<file path="config.mk">
export PLATFORM = sky130hd
export DESIGN_NAME = rpn_front
export DESIGN_NICKNAME = d
export VERILOG_FILES = /design/src/hdl/rpn_pkg.sv /design/src/hdl/rpn_front.sv
export SDC_FILE = /design/constraint.sdc
export NUM_CORES = 1
export LEC_CHECK = 0
export BUFFER_PORTS_ARGS = -buffer_cell sky130_fd_sc_hd__buf_2
export CAP_MARGIN = 40
export CORE_MARGIN = 2
export CORE_UTILIZATION = 39
export CTS_BUF_LIST = sky130_fd_sc_hd__clkbuf_2
export DETAILED_ROUTE_END_ITERATION = 6
export PLACE_DENSITY_LB_ADDON = 0.05
export SYNTH_ARGS = -nofsm -noshare
export SYNTH_HDL_FRONTEND = slang
export SYNTH_SLANG_ARGS = --single-unit
</file>
<file path="constraint.sdc">
create_clock -name clk_i -period 2.7 [get_ports clk_i]
set_input_delay 0 -clock clk_i [delete_from_list [all_inputs] [get_ports clk_i]]
set_output_delay 0 -clock clk_i [all_outputs]
set_load 0.02 [all_outputs]
</file>
<file path="src/hdl/rpn_pkg.sv">
package rpn_pkg;

  typedef enum logic [3:0] {
    REQ_PUSH  = 4'd0,
    REQ_ADD   = 4'd1,
    REQ_SUB   = 4'd2,
    REQ_MUL   = 4'd3,
    REQ_DIV   = 4'd4,
    REQ_REM   = 4'd5,
    REQ_PEEK  = 4'd6,
    REQ_SWAP  = 4'd7,
    REQ_CLEAR = 4'd8,
    REQ_PRINT = 4'd9
  } req_e;

  localparam logic [2:0] ST_OK    = 3'd0;
  localparam logic [2:0] ST_FULL  = 3'd1;
  localparam logic [2:0] ST_EMPTY = 3'd2;
  localparam logic [2:0] ST_ZDIV  = 3'd3;
  localparam logic [2:0] ST_SAT   = 3'd4;

  // classified token handed from front to back
  typedef struct packed {
    logic [3:0]  req;
    logic        known;
    logic signed [31:0] operand;
  } tok_t;

endpackage

</file>
<file path="src/hdl/rpn_front.sv">
module rpn_front (
  input  logic               clk_i,
  input  logic               rst_ni,
  input  logic               valid_i,
  output logic               stall_o,
  input  logic [3:0]         req_type_i,
  input  logic signed [31:0] operand_value_i,
  output logic               tok_valid_o,
  input  logic               tok_pop_i,
  output rpn_pkg::tok_t      tok_o
);
  import rpn_pkg::*;

  // two-entry queue
  tok_t        mem_q [2];
  logic        wp_q, rp_q;
  logic [1:0]  cnt_q;
  logic        push;

  assign stall_o     = (cnt_q == 2'd2);
  assign push        = valid_i && !stall_o;
  assign tok_valid_o = (cnt_q != 2'd0);
  assign tok_o       = mem_q[rp_q];

  always_ff @(posedge clk_i) begin
    if (push) begin
      mem_q[wp_q].req     <= req_type_i;
      mem_q[wp_q].known   <= (req_type_i <= 4'd9);
      mem_q[wp_q].operand <= operand_value_i;
    end
  end

  always_ff @(posedge clk_i or negedge rst_ni) begin
    if (!rst_ni) begin
      wp_q  <= 1'b0;
      rp_q  <= 1'b0;
      cnt_q <= 2'd0;
    end else begin
      if (push) wp_q <= ~wp_q;
      if (tok_pop_i) rp_q <= ~rp_q;
      cnt_q <= cnt_q + {1'b0, push} - {1'b0, tok_pop_i};
    end
  end
endmodule

</file>
==> results of run 1 <==
## state kept, by name, summed over array words and instances (netlist names)
signal	flops
cnt_q	2
rp_q	1
mem_q	74
wp_q	1
## cell type report
type / instances / area [µm²] / area share, %
tap: 99 / 124 / 3.09
inverter: 2 / 7.51 / 0.187
clock buffer: 12 / 60.1 / 1.50
clock inverter: 4 / 47.5 / 1.19
timing repair buffer: 121 / 851 / 21.2
multi-input combinational: 49 / 592 / 14.8
sequential: 78 / 2320 / 58.0
## per-stage QoR
stage	setup slack [ps]	cells	area (µm²)	hold WS, ps
2_1_floorplan	119	133	2950	-296
3_3_place_gp	1080	308	3480	-192
3_5_place_dp	1040	309	3500	-191
4_1_cts	697	365	4010	160
5_1_grt	636	365	4010	151
6_report	786	365	4010	209
## cell usage after synthesis
master and count:
nand2b_1 1, edfxtp_1 74, dfrtp_1 4, mux2_2 17, and3_1 1, o21ai_0 1, xnor2_1 3, nor2_1 1
xor2_1 1, inv_1 2, nand2_1 1, or2_2 1, mux2_4 20, buf_6 3, ha_1 2, buf_2 1
## worst max-delay path, cell delays in order, from the launching register on
cell and delay (ps):
dfrtp_2 690, buf_12 260, mux2_4 320, buf_2 160
## cell families after synthesis
group | Yosys count
flops | 78
mux | 37
buf+inv | 6
simple gates | 5
xor+xnor | 4
fa+ha+maj | 2
compound gates | 1
## power by group
part | internal [mW] | total, mW | switching (mW)
registers | 1.65 | 1.79 | 0.136
logic | 0.693 | 1.47 | 0.780
clock network | 0.223 | 0.588 | 0.365
total | 2.57 | 3.85 | 1.28
## path summary, 6_finish.rpt
path / to / slack, ps / start
setup / recovery: tok_o[16] / 790 / rp_q
hold / removal: mem_q[1][13] / 210 / operand_value_i[13]
max in group asynchronous: rp_q / 2140 / rst_ni
setup reg to reg: mem_q[0][27] / 1040 / cnt_q[1]
min in group asynchronous: cnt_q[0] / 360 / rst_ni
hold reg to reg: cnt_q[0] / 560 / cnt_q[0]
## per-layer routing
layer  vias to the layer above  GRT usage, %  wire, µm  share of wire [%]
met2                        55          23.5      2770                 54
met5                         -             0         0                  0
met3                        13          3.32       263                5.2
met4                         0          8.33       140                2.8
met1                       780          12.4      1910                 38
li1                        775             -         -                  -
==> results.cfg, run 1 <==
[hold_path]
worstHoldPathType = primary input to flop
min_path_cells = 2

[floorplan]
die_w_um = 91.0
row_count = 31
dieHeight_um = 91.0
ioPinCount = 79
fp.coreArea_um2 = 7290
initial_core_util_pct = 40.5
design.die.area_um2 = 8280

[place]
gp_congestion = 0.641
portBuffers = 78
dpl.hpwl_mm = 3.31

[cells_and_area]
area_growth_pct = 35.7
final_cell_mix = 78 x buf_2, 74 x edfxtp_1, 40 x dlygate4sd3_1
layout_commonest_cell = buf_2
final_nets = 303
drive_gt1_share_pct = 51.5
diodes = 0
nFillCells = 623
utilization_pct = 54.9

[clock_network]
clock_sinks = 78
clk_latency_ps = 490
cts_resized = 0
cts_root_buf = clkbuf_2
cts_setup_buffers = 0
ctsHoldBuffers = 40
cts_tree = yes
clk_pin_slew_ps = 200
cts_htree_levels = 3
cts_max_path_buffers = 2
tritoncts.num_buffers = 9

[power]
power_density_nw_per_um2 = 961
leakage_nw = 1.59
vdd_drop_max_mv = 0.591
power.total_mw = 3.85

[grt]
grt_overflow_total = 0
grtUsageTotal_pct = 12.8
grt_pass1_vias = 1721
grt_max_degree = 24
grt_pass1_wl_mm = 7.86
antenna_found_initial = 0

[detailed_routing]
postRouteAntennaNets = 0
drtPass1Iterations = 4
drt_iter0_drc = 95
wirelength_mm = 5.08
num_vias = 1623
routedWlPerCell_um = 13.9
vias_per_cell = 4.45
drc = 0

[sta]
drv_slew = 0
rsz0062_at_grt = false
fin_crit_sh_pct = 70.9
finalSetupViolCount = 0
max_slew.worst_pin.slew_ps = 496
fin_tns_setup_ps = 0
hold_violations = 0
fin_skew_ps = 25.5
period_minus_slack_ps = 1910
relSlewSlack_pct = 66.8
fmax_ghz = 0.523

[logic_synthesis]
synthAdderAreaFrac_pct = 0.848
synthCells = 133
synthTopCellsByArea = edfxtp_1 75%, mux2_4 10%, mux2_2 6.5%
synth_top_family_by_area = multiplexers
synthDistinctLibCells = 16
synth_area_per_cell_um2 = 22.2
synth_nets = 175
synthSimpleGateAreaFrac_pct = 0.890
yosysTopAreaCell = edfxtp_1
synth_area_um2 = 2950
ys_ff_latch = 78
synth_mux_area_share_pct = 16.7
yosys_warnings = 0
yosysSeqAreaShare_pct = 78.7
synth_compound_area_share_pct = 0.170
synth-xor-area-share_pct = 1.19
synth_top_area_share_pct = 75.3

[setup_path]
critical_path_class = flop to output pin
cp-start-kind = flop
r2r_cells = 4
path_max_fanout = 20
arrival_ps = 1910
end_kind = output pin
required_ps = 2700

[outcome]
status = finished clean

[run]
cap_viol_max_count = 0
(Power assumes the default switching activity.)
==> run 2: changes to the inputs <==
- ABC_AREA: default -> 1
- clock period: 2.7 -> 1.9 ns (I/O delays scaled with it)
==> results.cfg, run 2 <==
[cells_and_area]
final_cell_mix = 78 x buf_2, 74 x edfxtp_1, 47 x nand2_1
final_area_um2 = 4050
top_regs = mem_q (74), cnt_q (2)
utilization_pct = 55.2
largest_register = mem_q
diodes = 0
area_growth_pct = 35.9
largest_register_ff_count = 74
layout_commonest_cell = buf_2
drive_gt1_share_pct = 27.9
nFillCells = 656
final_nets = 389

[power]
power_density_nw_per_um2 = 1390
leakage_nw = 1.76
vdd_drop_max_mv = 0.925
power.total_mw = 5.64

[sta]
setup_slack_ps = 227
fmax_ghz = 0.598
drv_slew = 0
relSlewSlack_pct = 79.3
rsz0062_at_grt = false
period_minus_slack_ps = 1670
fin_skew_ps = 16.5
fin_crit_sh_pct = 88.0
hold_violations = 0
finalSetupViolCount = 0
max_slew.worst_pin.slew_ps = 311
fin_tns_setup_ps = 0

[logic_synthesis]
synth-main-ff-cell = edfxtp_1
synthTopCellsByArea = edfxtp_1 75%, nand2_1 5.9%, inv_1 5.7%
yosysTopAreaCell = edfxtp_1
synth-edff-count = 74
async_flop_share_pct = 5.13
ys_ff_latch = 78
synthDistinctLibCells = 13
synth_area_um2 = 2980
synth_area_per_cell_um2 = 13.4
synth_common_cells = 74 x edfxtp_1, 47 x nand2_1, 45 x inv_1
post-synth-top-count-cell = edfxtp_1
yosysSeqAreaShare_pct = 78.0
synth_top_area_share_pct = 74.7
synth_nets = 264
synthCells = 222
yosys_warnings = 0

[clock_network]
cts_resized = 0
clock_sinks = 78
cts_tree = yes
cts_max_path_buffers = 2
cts_setup_buffers = 0
ctsHoldBuffers = 40
cts_htree_levels = 3
clk_pin_slew_ps = 190
clk_latency_ps = 450
tritoncts.num_buffers = 9
cts_root_buf = clkbuf_2

[floorplan]
ioPinCount = 79
row_count = 31
die_w_um = 91.4
dieHeight_um = 91.4
fp.coreArea_um2 = 7330
initial_core_util_pct = 40.6
design.die.area_um2 = 8350

[place]
gp_congestion = 0.692
pre_cts_slack_ps = 506
dpl-instance-area_um2 = 3500
dpl.hpwl_mm = 3.10
portBuffers = 78

[detailed_routing]
vias_per_cell = 4.23
drc = 0
wirelength_mm = 5.17
postRouteAntennaNets = 0
drtPass1Iterations = 3
drt_iter0_drc = 132
num_vias = 1903
routedWlPerCell_um = 11.5

[setup_path]
critPathSlowestCell = dfrtp_2
timing.reg2reg.setup_slack_ps = 490
cp_top_family = flip-flops
end_kind = output pin
critical_path_class = flop to output pin
worstPathCellList = buf_4 -> o21ai_0 -> buf_2
slowest_delay_ps = 560
cp-start-kind = flop
cp.buffers_inverters = 2
path_max_fanout = 18
required_ps = 1900
arrival_ps = 1670

[hold_path]
worstHoldPathType = primary input to flop

[outcome]
status = finished clean

[grt]
antenna_found_initial = 0
grt_pass1_wl_mm = 8.44
grt_max_degree = 42
grt_pass1_vias = 1881
grt_overflow_total = 0
grtUsageTotal_pct = 13.3

[run]
cap_viol_max_count = 0
-- run 2: kinds of logic (layout without fill, tap and decap cells) --
logic type      count (synthesis)  count (layout)  synth area share, %
flops                          78              78                 78.0
buf+inv                        53             182                 8.07
simple gates                   50              50                 6.39
compound gates                 38              38                 6.39
fa+ha+maj                       2               2                0.841
xor+xnor                        1               1                0.294
-- run 2: cell type report --
cell class	count	area [µm²]	share of cell area, %
inverters	45	169	4.18
multi-input cells	91	422	10.4
clock buffers	10	50.0	1.24
clock inverters	5	98.8	2.44
well taps	99	124	3.06
repair buffers	122	858	21.2
flip-flops and latches	78	2320	57.4
-- run 2: where the power goes --
group	internal [mW]	leakage, nW	switching (mW)
registers	2.34	0.734	0.137
logic	0.697	0.935	1.40
clock network	0.561	0.0894	0.502
total	3.60	1.76	2.04
-- run 2: path summary, 6_finish.rpt --
check                                         start      endpoint  depth (start not counted)
worst max-delay path                           rp_q     tok_o[17]                          3
worst min-delay path            operand_value_i[11]  mem_q[1][11]                          2
worst max register to register             cnt_q[1]      cnt_q[1]                          7
worst min register to register                 wp_q          wp_q                          2
max in group asynchronous                    rst_ni          rp_q                          3
min in group asynchronous                    rst_ni      cnt_q[0]                          3
-- run 2: worst register-to-register path, stage by stage, from the launching register on --
cell and delay [ps]:
dfrtp_1 440, nand2_1 120, nand2_1 130, ha_1 300, inv_1 40, ha_1 180
nand3_1 80, nand2_1 50
-- run 2: through the flow --
| step | instances | hold slack [ps] |
|---|---|---|
| 3_3_place_gp | 395 | -187 |
| 6_report | 450 | 253 |
| 2_1_floorplan | 222 | -296 |
| 5_1_grt | 450 | 203 |
| 3_5_place_dp | 395 | -190 |
| 4_1_cts | 450 | 186 |
-- run 2: metal layers --
layer  vias to the layer above  share of wire (%)  track usage (%)  routed length, µm
met5                         -                  0                0                  0
met4                         0               0.58             6.44                 30
met3                         2                4.2             2.99                217
met2                        45                 50             22.3               2610
met1                       871                 45             16.3               2310
li1                        985                  -                -                  -
